$ cat src/hw/rtl/tivs_pkg.sv
// Shared types and constants for the timed ignition valve sequencer.
package tivs_pkg;

  localparam int unsigned TIME_W  = 32;
  localparam int unsigned EVENT_W = 24;
  localparam int unsigned DLY_S_W = 8;
  // 255 s * 1000 = 255000 fits in 18 bits
  localparam int unsigned DLY_MS_W = 18;
  localparam int unsigned MS_PER_S = 1000;

  typedef enum logic [2:0] {
    CMD_TICK    = 3'd0,
    CMD_SAFEOFF = 3'd1,
    CMD_RELIEF  = 3'd2,
    CMD_PUMP    = 3'd3,
    CMD_FIRE    = 3'd4
  } cmd_t;

  typedef enum logic [0:0] {
    REG_ERROR_MASK = 1'b0,
    REG_LINK_MASK  = 1'b1
  } reg_idx_t;

  // Drive word, one bit per actuator
  typedef struct packed {
    logic igniter;
    logic relief;
    logic lock;
    logic pump;
  } drive_t;

  localparam drive_t DRV_OFF    = '{igniter: 1'b0, relief: 1'b0, lock: 1'b0, pump: 1'b0};
  localparam drive_t DRV_PUMP   = '{igniter: 1'b0, relief: 1'b0, lock: 1'b0, pump: 1'b1};
  localparam drive_t DRV_RELIEF = '{igniter: 1'b0, relief: 1'b1, lock: 1'b0, pump: 1'b0};

  function automatic logic [DLY_MS_W-1:0] sec_to_ms(input logic [DLY_S_W-1:0] s);
    sec_to_ms = DLY_MS_W'({{(DLY_MS_W-DLY_S_W){1'b0}}, s} * DLY_MS_W'(MS_PER_S));
  endfunction

endpackage

$ cat src/hw/rtl/timed_ignition_valve_sequencer.sv
// Top level of the timed ignition valve sequencer: input stage, sequencing logic, result stage.
//
// Every input transaction (a refresh tick or a command) yields exactly one output
// transaction carrying the four actuator drives, the LED snapshot and a copy of the
// timestamp. Commands: safe off, relief, pump only, fire; codes 5..7 act as ticks.
// A fire command records now_ms as its start time and runs the pump; the igniter comes
// on once igniter_delay_s seconds have elapsed, the lock valve once lock_delay_s seconds
// have elapsed (only when user_enable was set on the command). A nonzero fire_length_ms
// ends the sequence after that many ms, leaving only the pump on. Elapsed time is
// now_ms minus start time, modulo 2^32, so timestamp wrap is handled. Relief forces the
// relief valve on and all other drives off. The very first transaction after reset
// latches safety_lock into mode_led if it is a tick; every command sets mode_led to user_enable.
// Timing: two-stage pipeline (input register, result register), one transaction per clock
// while out_ready holds. The registers are decoupled, so a new transaction is taken into an
// empty input register while a finished result waits on out_ready. The delay seconds-to-ms
// conversion is done on the way into the input register; sequencing state updates as the
// item leaves it. Masks are written through cfg_write/cfg_index/cfg_data; the user must
// write them only while the block is idle, which the block itself does not enforce.
module timed_ignition_valve_sequencer
  import tivs_pkg::*;
(
  input  logic                clk,
  input  logic                rst,
  // configuration
  input  logic                cfg_write,
  input  logic [0:0]          cfg_index,
  input  logic [EVENT_W-1:0]  cfg_data,
  // input channel
  input  logic                in_valid,
  output logic                in_ready,
  input  logic [2:0]          cmd,
  input  logic [TIME_W-1:0]   now_ms,
  input  logic                user_enable,
  input  logic [DLY_S_W-1:0]  igniter_delay_s,
  input  logic [DLY_S_W-1:0]  lock_delay_s,
  input  logic [TIME_W-1:0]   fire_length_ms,
  input  logic [EVENT_W-1:0]  event_bits,
  input  logic                safety_lock,
  // output channel
  output logic                out_valid,
  input  logic                out_ready,
  output logic                pump_on,
  output logic                lock_valve_on,
  output logic                relief_open,
  output logic                igniter_pwr,
  output logic                error_led,
  output logic                pump_led,
  output logic                link_led,
  output logic                power_led,
  output logic                mode_led,
  output logic                firing,
  output logic                relieving,
  output logic [TIME_W-1:0]   stamp_ms
);

  // configuration registers
  logic [EVENT_W-1:0] error_led_mask;
  logic [EVENT_W-1:0] link_online_mask;

  always_ff @(posedge clk) begin
    if (rst) begin
      error_led_mask   <= '0;
      link_online_mask <= '0;
    end else if (cfg_write) begin
      case (cfg_index)
        REG_ERROR_MASK: error_led_mask   <= cfg_data;
        REG_LINK_MASK:  link_online_mask <= cfg_data;
        default: ;
      endcase
    end
  end

  // input stage
  logic                s1_valid;
  logic [2:0]          s1_cmd;
  logic [TIME_W-1:0]   s1_now;
  logic                s1_user;
  logic [DLY_MS_W-1:0] s1_ign_ms;
  logic [DLY_MS_W-1:0] s1_lock_ms;
  logic [TIME_W-1:0]   s1_len;
  logic [EVENT_W-1:0]  s1_event;
  logic                s1_safety;
  logic                s1_adv;

  assign s1_adv   = s1_valid && (!out_valid || out_ready);
  assign in_ready = !s1_valid || s1_adv;

  always_ff @(posedge clk) begin
    if (rst) begin
      s1_valid <= 1'b0;
    end else if (in_ready) begin
      s1_valid <= in_valid;
    end
  end

  always_ff @(posedge clk) begin
    if (in_ready && in_valid) begin
      s1_cmd     <= cmd;
      s1_now     <= now_ms;
      s1_user    <= user_enable;
      s1_ign_ms  <= sec_to_ms(igniter_delay_s);
      s1_lock_ms <= sec_to_ms(lock_delay_s);
      s1_len     <= fire_length_ms;
      s1_event   <= event_bits;
      s1_safety  <= safety_lock;
    end
  end

  // sequencing state
  logic                held_user_mode;
  logic [DLY_MS_W-1:0] held_ign_ms;
  logic [DLY_MS_W-1:0] held_lock_ms;
  logic [TIME_W-1:0]   held_fire_length;
  logic [TIME_W-1:0]   start_time;
  logic                fire_flag;
  logic                relief_flag;
  drive_t              drive_bits;
  logic                mode_latch;
  logic                latch_done;

  logic                held_user_mode_next;
  logic [DLY_MS_W-1:0] held_ign_ms_next;
  logic [DLY_MS_W-1:0] held_lock_ms_next;
  logic [TIME_W-1:0]   held_fire_length_next;
  logic [TIME_W-1:0]   start_time_next;
  logic                fire_flag_next;
  logic                relief_flag_next;
  drive_t              drive_bits_next;
  logic                mode_latch_next;
  logic                is_cmd;
  logic [TIME_W-1:0]   elapsed;
  drive_t              fire_drv;

  always_comb begin
    held_user_mode_next   = held_user_mode;
    held_ign_ms_next      = held_ign_ms;
    held_lock_ms_next     = held_lock_ms;
    held_fire_length_next = held_fire_length;
    start_time_next       = start_time;
    fire_flag_next        = fire_flag;
    relief_flag_next      = relief_flag;
    drive_bits_next       = drive_bits;
    mode_latch_next       = latch_done ? mode_latch : s1_safety;
    is_cmd                = 1'b1;

    case (cmd_t'(s1_cmd))
      CMD_SAFEOFF: begin
        fire_flag_next   = 1'b0;
        relief_flag_next = 1'b0;
        drive_bits_next  = DRV_OFF;
      end
      CMD_RELIEF: begin
        fire_flag_next   = 1'b0;
        relief_flag_next = 1'b1;
        drive_bits_next  = DRV_RELIEF;
      end
      CMD_PUMP: begin
        fire_flag_next   = 1'b0;
        relief_flag_next = 1'b0;
        drive_bits_next  = DRV_PUMP;
      end
      CMD_FIRE: begin
        fire_flag_next   = 1'b1;
        relief_flag_next = 1'b0;
        start_time_next  = s1_now;
        drive_bits_next  = DRV_PUMP;
      end
      default: is_cmd = 1'b0;   // tick or unused code
    endcase

    if (is_cmd) begin
      held_user_mode_next   = s1_user;
      held_ign_ms_next      = s1_ign_ms;
      held_lock_ms_next     = s1_lock_ms;
      held_fire_length_next = s1_len;
      mode_latch_next       = s1_user;
    end

    // fire timing against the (possibly just updated) held values
    elapsed  = s1_now - start_time_next;
    fire_drv = DRV_PUMP;
    if (elapsed >= TIME_W'(held_ign_ms_next)) fire_drv.igniter = 1'b1;
    if (held_user_mode_next && elapsed >= TIME_W'(held_lock_ms_next)) fire_drv.lock = 1'b1;

    if (fire_flag_next) begin
      if (held_fire_length_next != '0 && elapsed >= held_fire_length_next) begin
        fire_flag_next  = 1'b0;
        drive_bits_next = DRV_PUMP;
      end else begin
        drive_bits_next = fire_drv;
      end
    end

    if (relief_flag_next) drive_bits_next = DRV_RELIEF;
  end

  always_ff @(posedge clk) begin
    if (rst) begin
      held_user_mode   <= 1'b0;
      held_ign_ms      <= '0;
      held_lock_ms     <= '0;
      held_fire_length <= '0;
      start_time       <= '0;
      fire_flag        <= 1'b0;
      relief_flag      <= 1'b0;
      drive_bits       <= DRV_OFF;
      mode_latch       <= 1'b0;
      latch_done       <= 1'b0;
    end else if (s1_adv) begin
      held_user_mode   <= held_user_mode_next;
      held_ign_ms      <= held_ign_ms_next;
      held_lock_ms     <= held_lock_ms_next;
      held_fire_length <= held_fire_length_next;
      start_time       <= start_time_next;
      fire_flag        <= fire_flag_next;
      relief_flag      <= relief_flag_next;
      drive_bits       <= drive_bits_next;
      mode_latch       <= mode_latch_next;
      latch_done       <= 1'b1;
    end
  end

  // result stage
  always_ff @(posedge clk) begin
    if (rst) begin
      out_valid <= 1'b0;
    end else if (s1_adv) begin
      out_valid <= 1'b1;
    end else if (out_ready) begin
      out_valid <= 1'b0;
    end
  end

  always_ff @(posedge clk) begin
    if (s1_adv) begin
      pump_on       <= drive_bits_next.pump;
      lock_valve_on <= drive_bits_next.lock;
      relief_open   <= drive_bits_next.relief;
      igniter_pwr   <= drive_bits_next.igniter;
      error_led     <= |(s1_event & error_led_mask);
      link_led      <= |(s1_event & link_online_mask);
      mode_led      <= mode_latch_next;
      firing        <= fire_flag_next;
      relieving     <= relief_flag_next;
      stamp_ms      <= s1_now;
    end
  end

  assign pump_led  = pump_on;
  assign power_led = 1'b1;

  // checks
  a_relief_exclusive: assert property (@(posedge clk) disable iff (rst)
    out_valid && relieving |-> relief_open && !pump_on && !lock_valve_on && !igniter_pwr)
    else $error("relief active with another drive on");

  a_fire_relief: assert property (@(posedge clk) disable iff (rst)
    !(fire_flag && relief_flag))
    else $error("fire and relief both active");

  a_ignite_in_fire: assert property (@(posedge clk) disable iff (rst)
    out_valid && (igniter_pwr || lock_valve_on) |-> firing && pump_on)
    else $error("igniter or lock valve on outside a fire sequence");

  a_lock_user: assert property (@(posedge clk) disable iff (rst)
    out_valid && lock_valve_on |-> held_user_mode)
    else $error("lock valve opened without user mode");

  a_stall_hold: assert property (@(posedge clk) disable iff (rst)
    !in_ready |-> s1_valid && out_valid)
    else $error("input stalled with free pipeline slot");

endmodule
$ cat config.mk
export PLATFORM = sky130hd
export DESIGN_NAME = timed_ignition_valve_sequencer
export DESIGN_NICKNAME = d
export VERILOG_FILES = /design/src/hw/rtl/tivs_pkg.sv /design/src/hw/rtl/timed_ignition_valve_sequencer.sv
export SDC_FILE = /design/constraint.sdc
export NUM_CORES = 1
export LEC_CHECK = 0
export BUFFER_PORTS_ARGS = -buffer_cell sky130_fd_sc_hd__buf_2
export CAP_MARGIN = 20
export CORE_AREA = 8 8 181 183
export CTS_CLUSTER_DIAMETER = 30
export DETAILED_ROUTE_END_ITERATION = 12
export DIE_AREA = 0 0 189 191
export PLACE_DENSITY = 0.81
export SLEW_MARGIN = 40
export SYNTH_ARGS = -nofsm -noshare
export SYNTH_HDL_FRONTEND = slang
export SYNTH_SLANG_ARGS = --single-unit
$ cat constraint.sdc
create_clock -name clk -period 7.8 [get_ports clk]
set_input_delay 1.56 -clock clk [delete_from_list [all_inputs] [get_ports clk]]
set_output_delay 1.56 -clock clk [all_outputs]
set_load 0.01 [all_outputs]
==> results_dict.tcl <==
set metrics [dict create \
    die_area_mm2 0.0361 \
    vdd_drop_max_v 0.000204 \
    rsz0062_at_grt "no" \
    drtIter0Drc 906 \
    finalCritPeriodShare 0.777 \
    synth_cell_types 76 \
    grt-ovfl-total 0 \
    dp.cells 2237 \
    cpPeakStageDelay_ns 0.62 \
    rr_worst_depth 22 \
    pwr-share-clk 0.444 \
    arrival_ns 6.55 \
    synthFlopType "edfxtp_1" \
    antenna_found_initial 2 \
    r2r_end "fire_flag$_SDFFE_PP0P_" \
    timing.rr.start "s1_cmd[1]$_DFFE_PP_" \
    cp_max_fo 38 \
    chipHeight_um 191 \
    startpoint "s1_cmd[1]$_DFFE_PP_" \
    crit_end "fire_flag$_SDFFE_PP0P_" \
    max_cap_viol_count 0 \
    cts_resized 0 \
    wirelength_um 44400 \
    synth_top_cell_by_area "edfxtp_1" \
    drc 0 \
    yosysWarnings 0 \
    finalNetCount 2271 \
    setup_viol 0 \
    numCtsBuffers 70 \
    slowest_stage "o41ai_1" \
    h-tree-depth 3 \
    setup_ws_ns 1.74 \
    grt_pass1_vias 14100 \
    cp.depth 22 \
    worst_skew_pair.late_latency_ns 0.57 \
    syn_inst 1720 \
    fmax_mhz 165 \
    slew_viol_final 0 \
    hold_class "flip-flop to flip-flop" \
    powerDensity_mw_per_mm2 306 \
    slew_headroom 0.473 \
    wl_per_cell_um 18.7 \
    grt_max_degree 104 \
    cts-root-buf "clkbuf_16" \
    post_cts_buffers 0 \
    cp_top_family "compound AO/OA/AOI/OAI gates" \
    critPathBufInv 1 \
    cp.required_ns 8.29 \
    synthesis.nets 2077 \
    die_x_um 189 \
    p_leak_nw 8.72 \
    num_vias 13800 \
    async_reset_ff_frac 0 \
    synth_common_cells "288 x nand2_1, 180 x a21oi_1, 173 x ha_1" \
    num_rows 64 \
    clockBufferDepth 3 \
    dp_hpwl_um 31400 \
    nFillCells 2146 \
    drive_above_1_share 0.169 \
    ys_seq_area_frac 0.457 \
    io_buffers 182 \
    grt_pass1_wl_um 70900 \
    ys_top_cells_by_area "edfxtp_1 28%, dfxtp_1 18%, ha_1 12%" \
    critPathLaunchType "flip-flop" \
    status "complete, no violations" \
    avgSynthCellArea_um2 10.3 \
    place_congestion 0.970 \
    hold_buffers 0 \
    yosysMostFrequentCell "nand2_1" \
    grt_usage 0.242 \
    viasPerCell 5.84 \
    crit_top_cell "o21ai_0" \
    power_frac_seq 0.318 \
    p_comb_frac 0.238 \
    r2r_slack_ns 1.74 \
    whs_path_depth 2 \
    tritoncts "yes" \
    dp_slack_ns 1.80 \
    finalNonFillerCells 2368 \
    synth_top_area_share 0.278 \
    drt_pass1_iterations 5 \
    critPathCaptureType "flip-flop" \
    syn_area_mm2 0.0177 \
    ant_nets 0 \
    p_sw_frac 0.296 \
    crit_chain "nor3b_2 -> buf_4 -> mux2i_1 -> ha_1 -> nor2b_1 -> o2111a_1 -> o21ba_2 -> o21ai_2 -> and2_1 -> o21ai_0 -> xor2_1 -> ha_1 -> a21o_1 -> a21o_1 -> a21oi_1 -> o21ai_0 -> o21ai_0 -> o21ai_0 -> o41ai_1 -> a21boi_0 -> nand2_1 -> a21oi_1" \
    clk_pin_slew_ns 0.05 \
    tightest_slew_ns 0.791 \
    hold_viol_final 0 \
    final.min_clock_period_ns 6.06 \
    setup_tns_ns 0 \
    whs_ns 0.450 \
    io_pins 184 \
    ys_ff_latch 323 \
    fin_util 0.712 \
    switchingPower_mw 1.93 \
    coreArea_mm2 0.0300 \
    synth_edf_count 164 \
    finalClockSkew_ns 0.0263 \
    initial_core_util 0.591 \
    cts.sinks 323 \
    cellInternalPower_mw 4.60 \
    syn2layout_area_growth_pct 20.5 \
    crit_type "flip-flop to flip-flop" \
]
==> worst register-to-register path, stage by stage, from the launching register on <==
cell and delay, ns:
edfxtp_1 0.47, nor3b_2 0.25, buf_4 0.53, mux2i_1 0.47, ha_1 0.29, nor2b_1 0.14, o2111a_1 0.27, o21ba_2 0.23
o21ai_2 0.27, and2_1 0.22, o21ai_0 0.10, xor2_1 0.42, ha_1 0.34, a21o_1 0.18, a21o_1 0.17, a21oi_1 0.12
o21ai_0 0.10, o21ai_0 0.16, o21ai_0 0.14, o41ai_1 0.62, a21boi_0 0.30, nand2_1 0.08, a21oi_1 0.13
==> metal layers <==
layer | vias to the layer above | global-route usage | routed length, um
met5 | - | 0 | 16
met4 | 2 | 0.100 | 1610
met3 | 132 | 0.0509 | 2510
met2 | 466 | 0.417 | 21900
met1 | 6628 | 0.291 | 18300
li1 | 6603 | - | -
==> logic make-up after synthesis <==
| logic type | count (synthesis) | share of synthesized area |
|---|---|---|
| other | 1 | 0.000211 |
| buffers and inverters | 131 | 0.0286 |
| AOI/OAI and AO/OA | 385 | 0.136 |
| and+or+nand+nor | 521 | 0.129 |
| adders and majority gates | 218 | 0.173 |
| xor gates and xnor gates | 49 | 0.0242 |
| DFF | 323 | 0.457 |
| muxes | 92 | 0.0519 |
==> power by group through the flow <==
stage | Clock, mW | Combinational [mW] | Sequential (mW)
finish | 2.90 | 1.55 | 2.08
detailed placement | 0 | 1.52 | 2.11
global placement | 0 | 1.48 | 2.10
global route | 3.02 | 1.76 | 2.09
CTS | 2.93 | 1.55 | 2.08
floorplan | 0 | 1.14 | 2.08
==> worst min-delay path by stage <==
| stage | start | to |
|---|---|---|
| 2_1_floorplan | held_ign_ms[0]$_SDFFE_PP0P_ | held_ign_ms[0]$_SDFFE_PP0P_ |
| 3_3_place_gp | held_lock_ms[0]$_SDFFE_PP0P_ | held_lock_ms[0]$_SDFFE_PP0P_ |
| 3_5_place_dp | held_ign_ms[0]$_SDFFE_PP0P_ | held_ign_ms[0]$_SDFFE_PP0P_ |
| 4_1_cts | held_ign_ms[8]$_SDFFE_PP0P_ | held_ign_ms[8]$_SDFFE_PP0P_ |
| 5_1_grt | held_ign_ms[1]$_SDFFE_PP0P_ | held_ign_ms[1]$_SDFFE_PP0P_ |
| 6_report | held_ign_ms[8]$_SDFFE_PP0P_ | held_ign_ms[8]$_SDFFE_PP0P_ |
==> per-stage QoR <==
stage / power [mW] / area (um2)
CTS: 6.55 / 21300
detailed placement: 3.63 / 19000
floorplan: 3.23 / 17700
global route: 6.87 / 21400
finish: 6.53 / 21400
global placement: 3.58 / 19000
==> area by class of cell <==
class / count / area (um2) / share of cell area
Antenna cell: 1 / 2.50 / 0.000117
Clock buffer: 89 / 1930 / 0.0901
Clock inverter: 40 / 429 / 0.0201
Inverter: 61 / 231 / 0.0108
Multi-Input combinational cell: 1266 / 9160 / 0.429
Sequential cell: 323 / 8110 / 0.379
Tap cell: 396 / 495 / 0.0232
Timing Repair Buffer: 192 / 1020 / 0.0475
==> state kept, by name (all words and copies together), names as in the netlist, 18 cells and up <==
register / count
s1_len: 32
held_ign_ms: 18
s1_now: 32
stamp_ms: 32
held_fire_length: 32
error_led_mask: 24
held_lock_ms: 18
s1_event: 24
link_online_mask: 24
start_time: 32
==> cell usage in the layout (no fill, tap or decap), types with 26 or more instances in the layout <==
master	netlist	final
buf_2	1	181
dfxtp_1	159	159
inv_1	60	60
fa_1	45	45
a211oi_1	38	38
a21oi_1	180	180
edfxtp_1	164	164
nand2_1	288	286
ha_1	173	173
clkbuf_16	0	72
nor2_1	89	88
mux2i_1	92	92
nand3_1	26	26
xnor2_1	35	34
o21ai_0	51	51
Power figures use the tool's default switching activity.
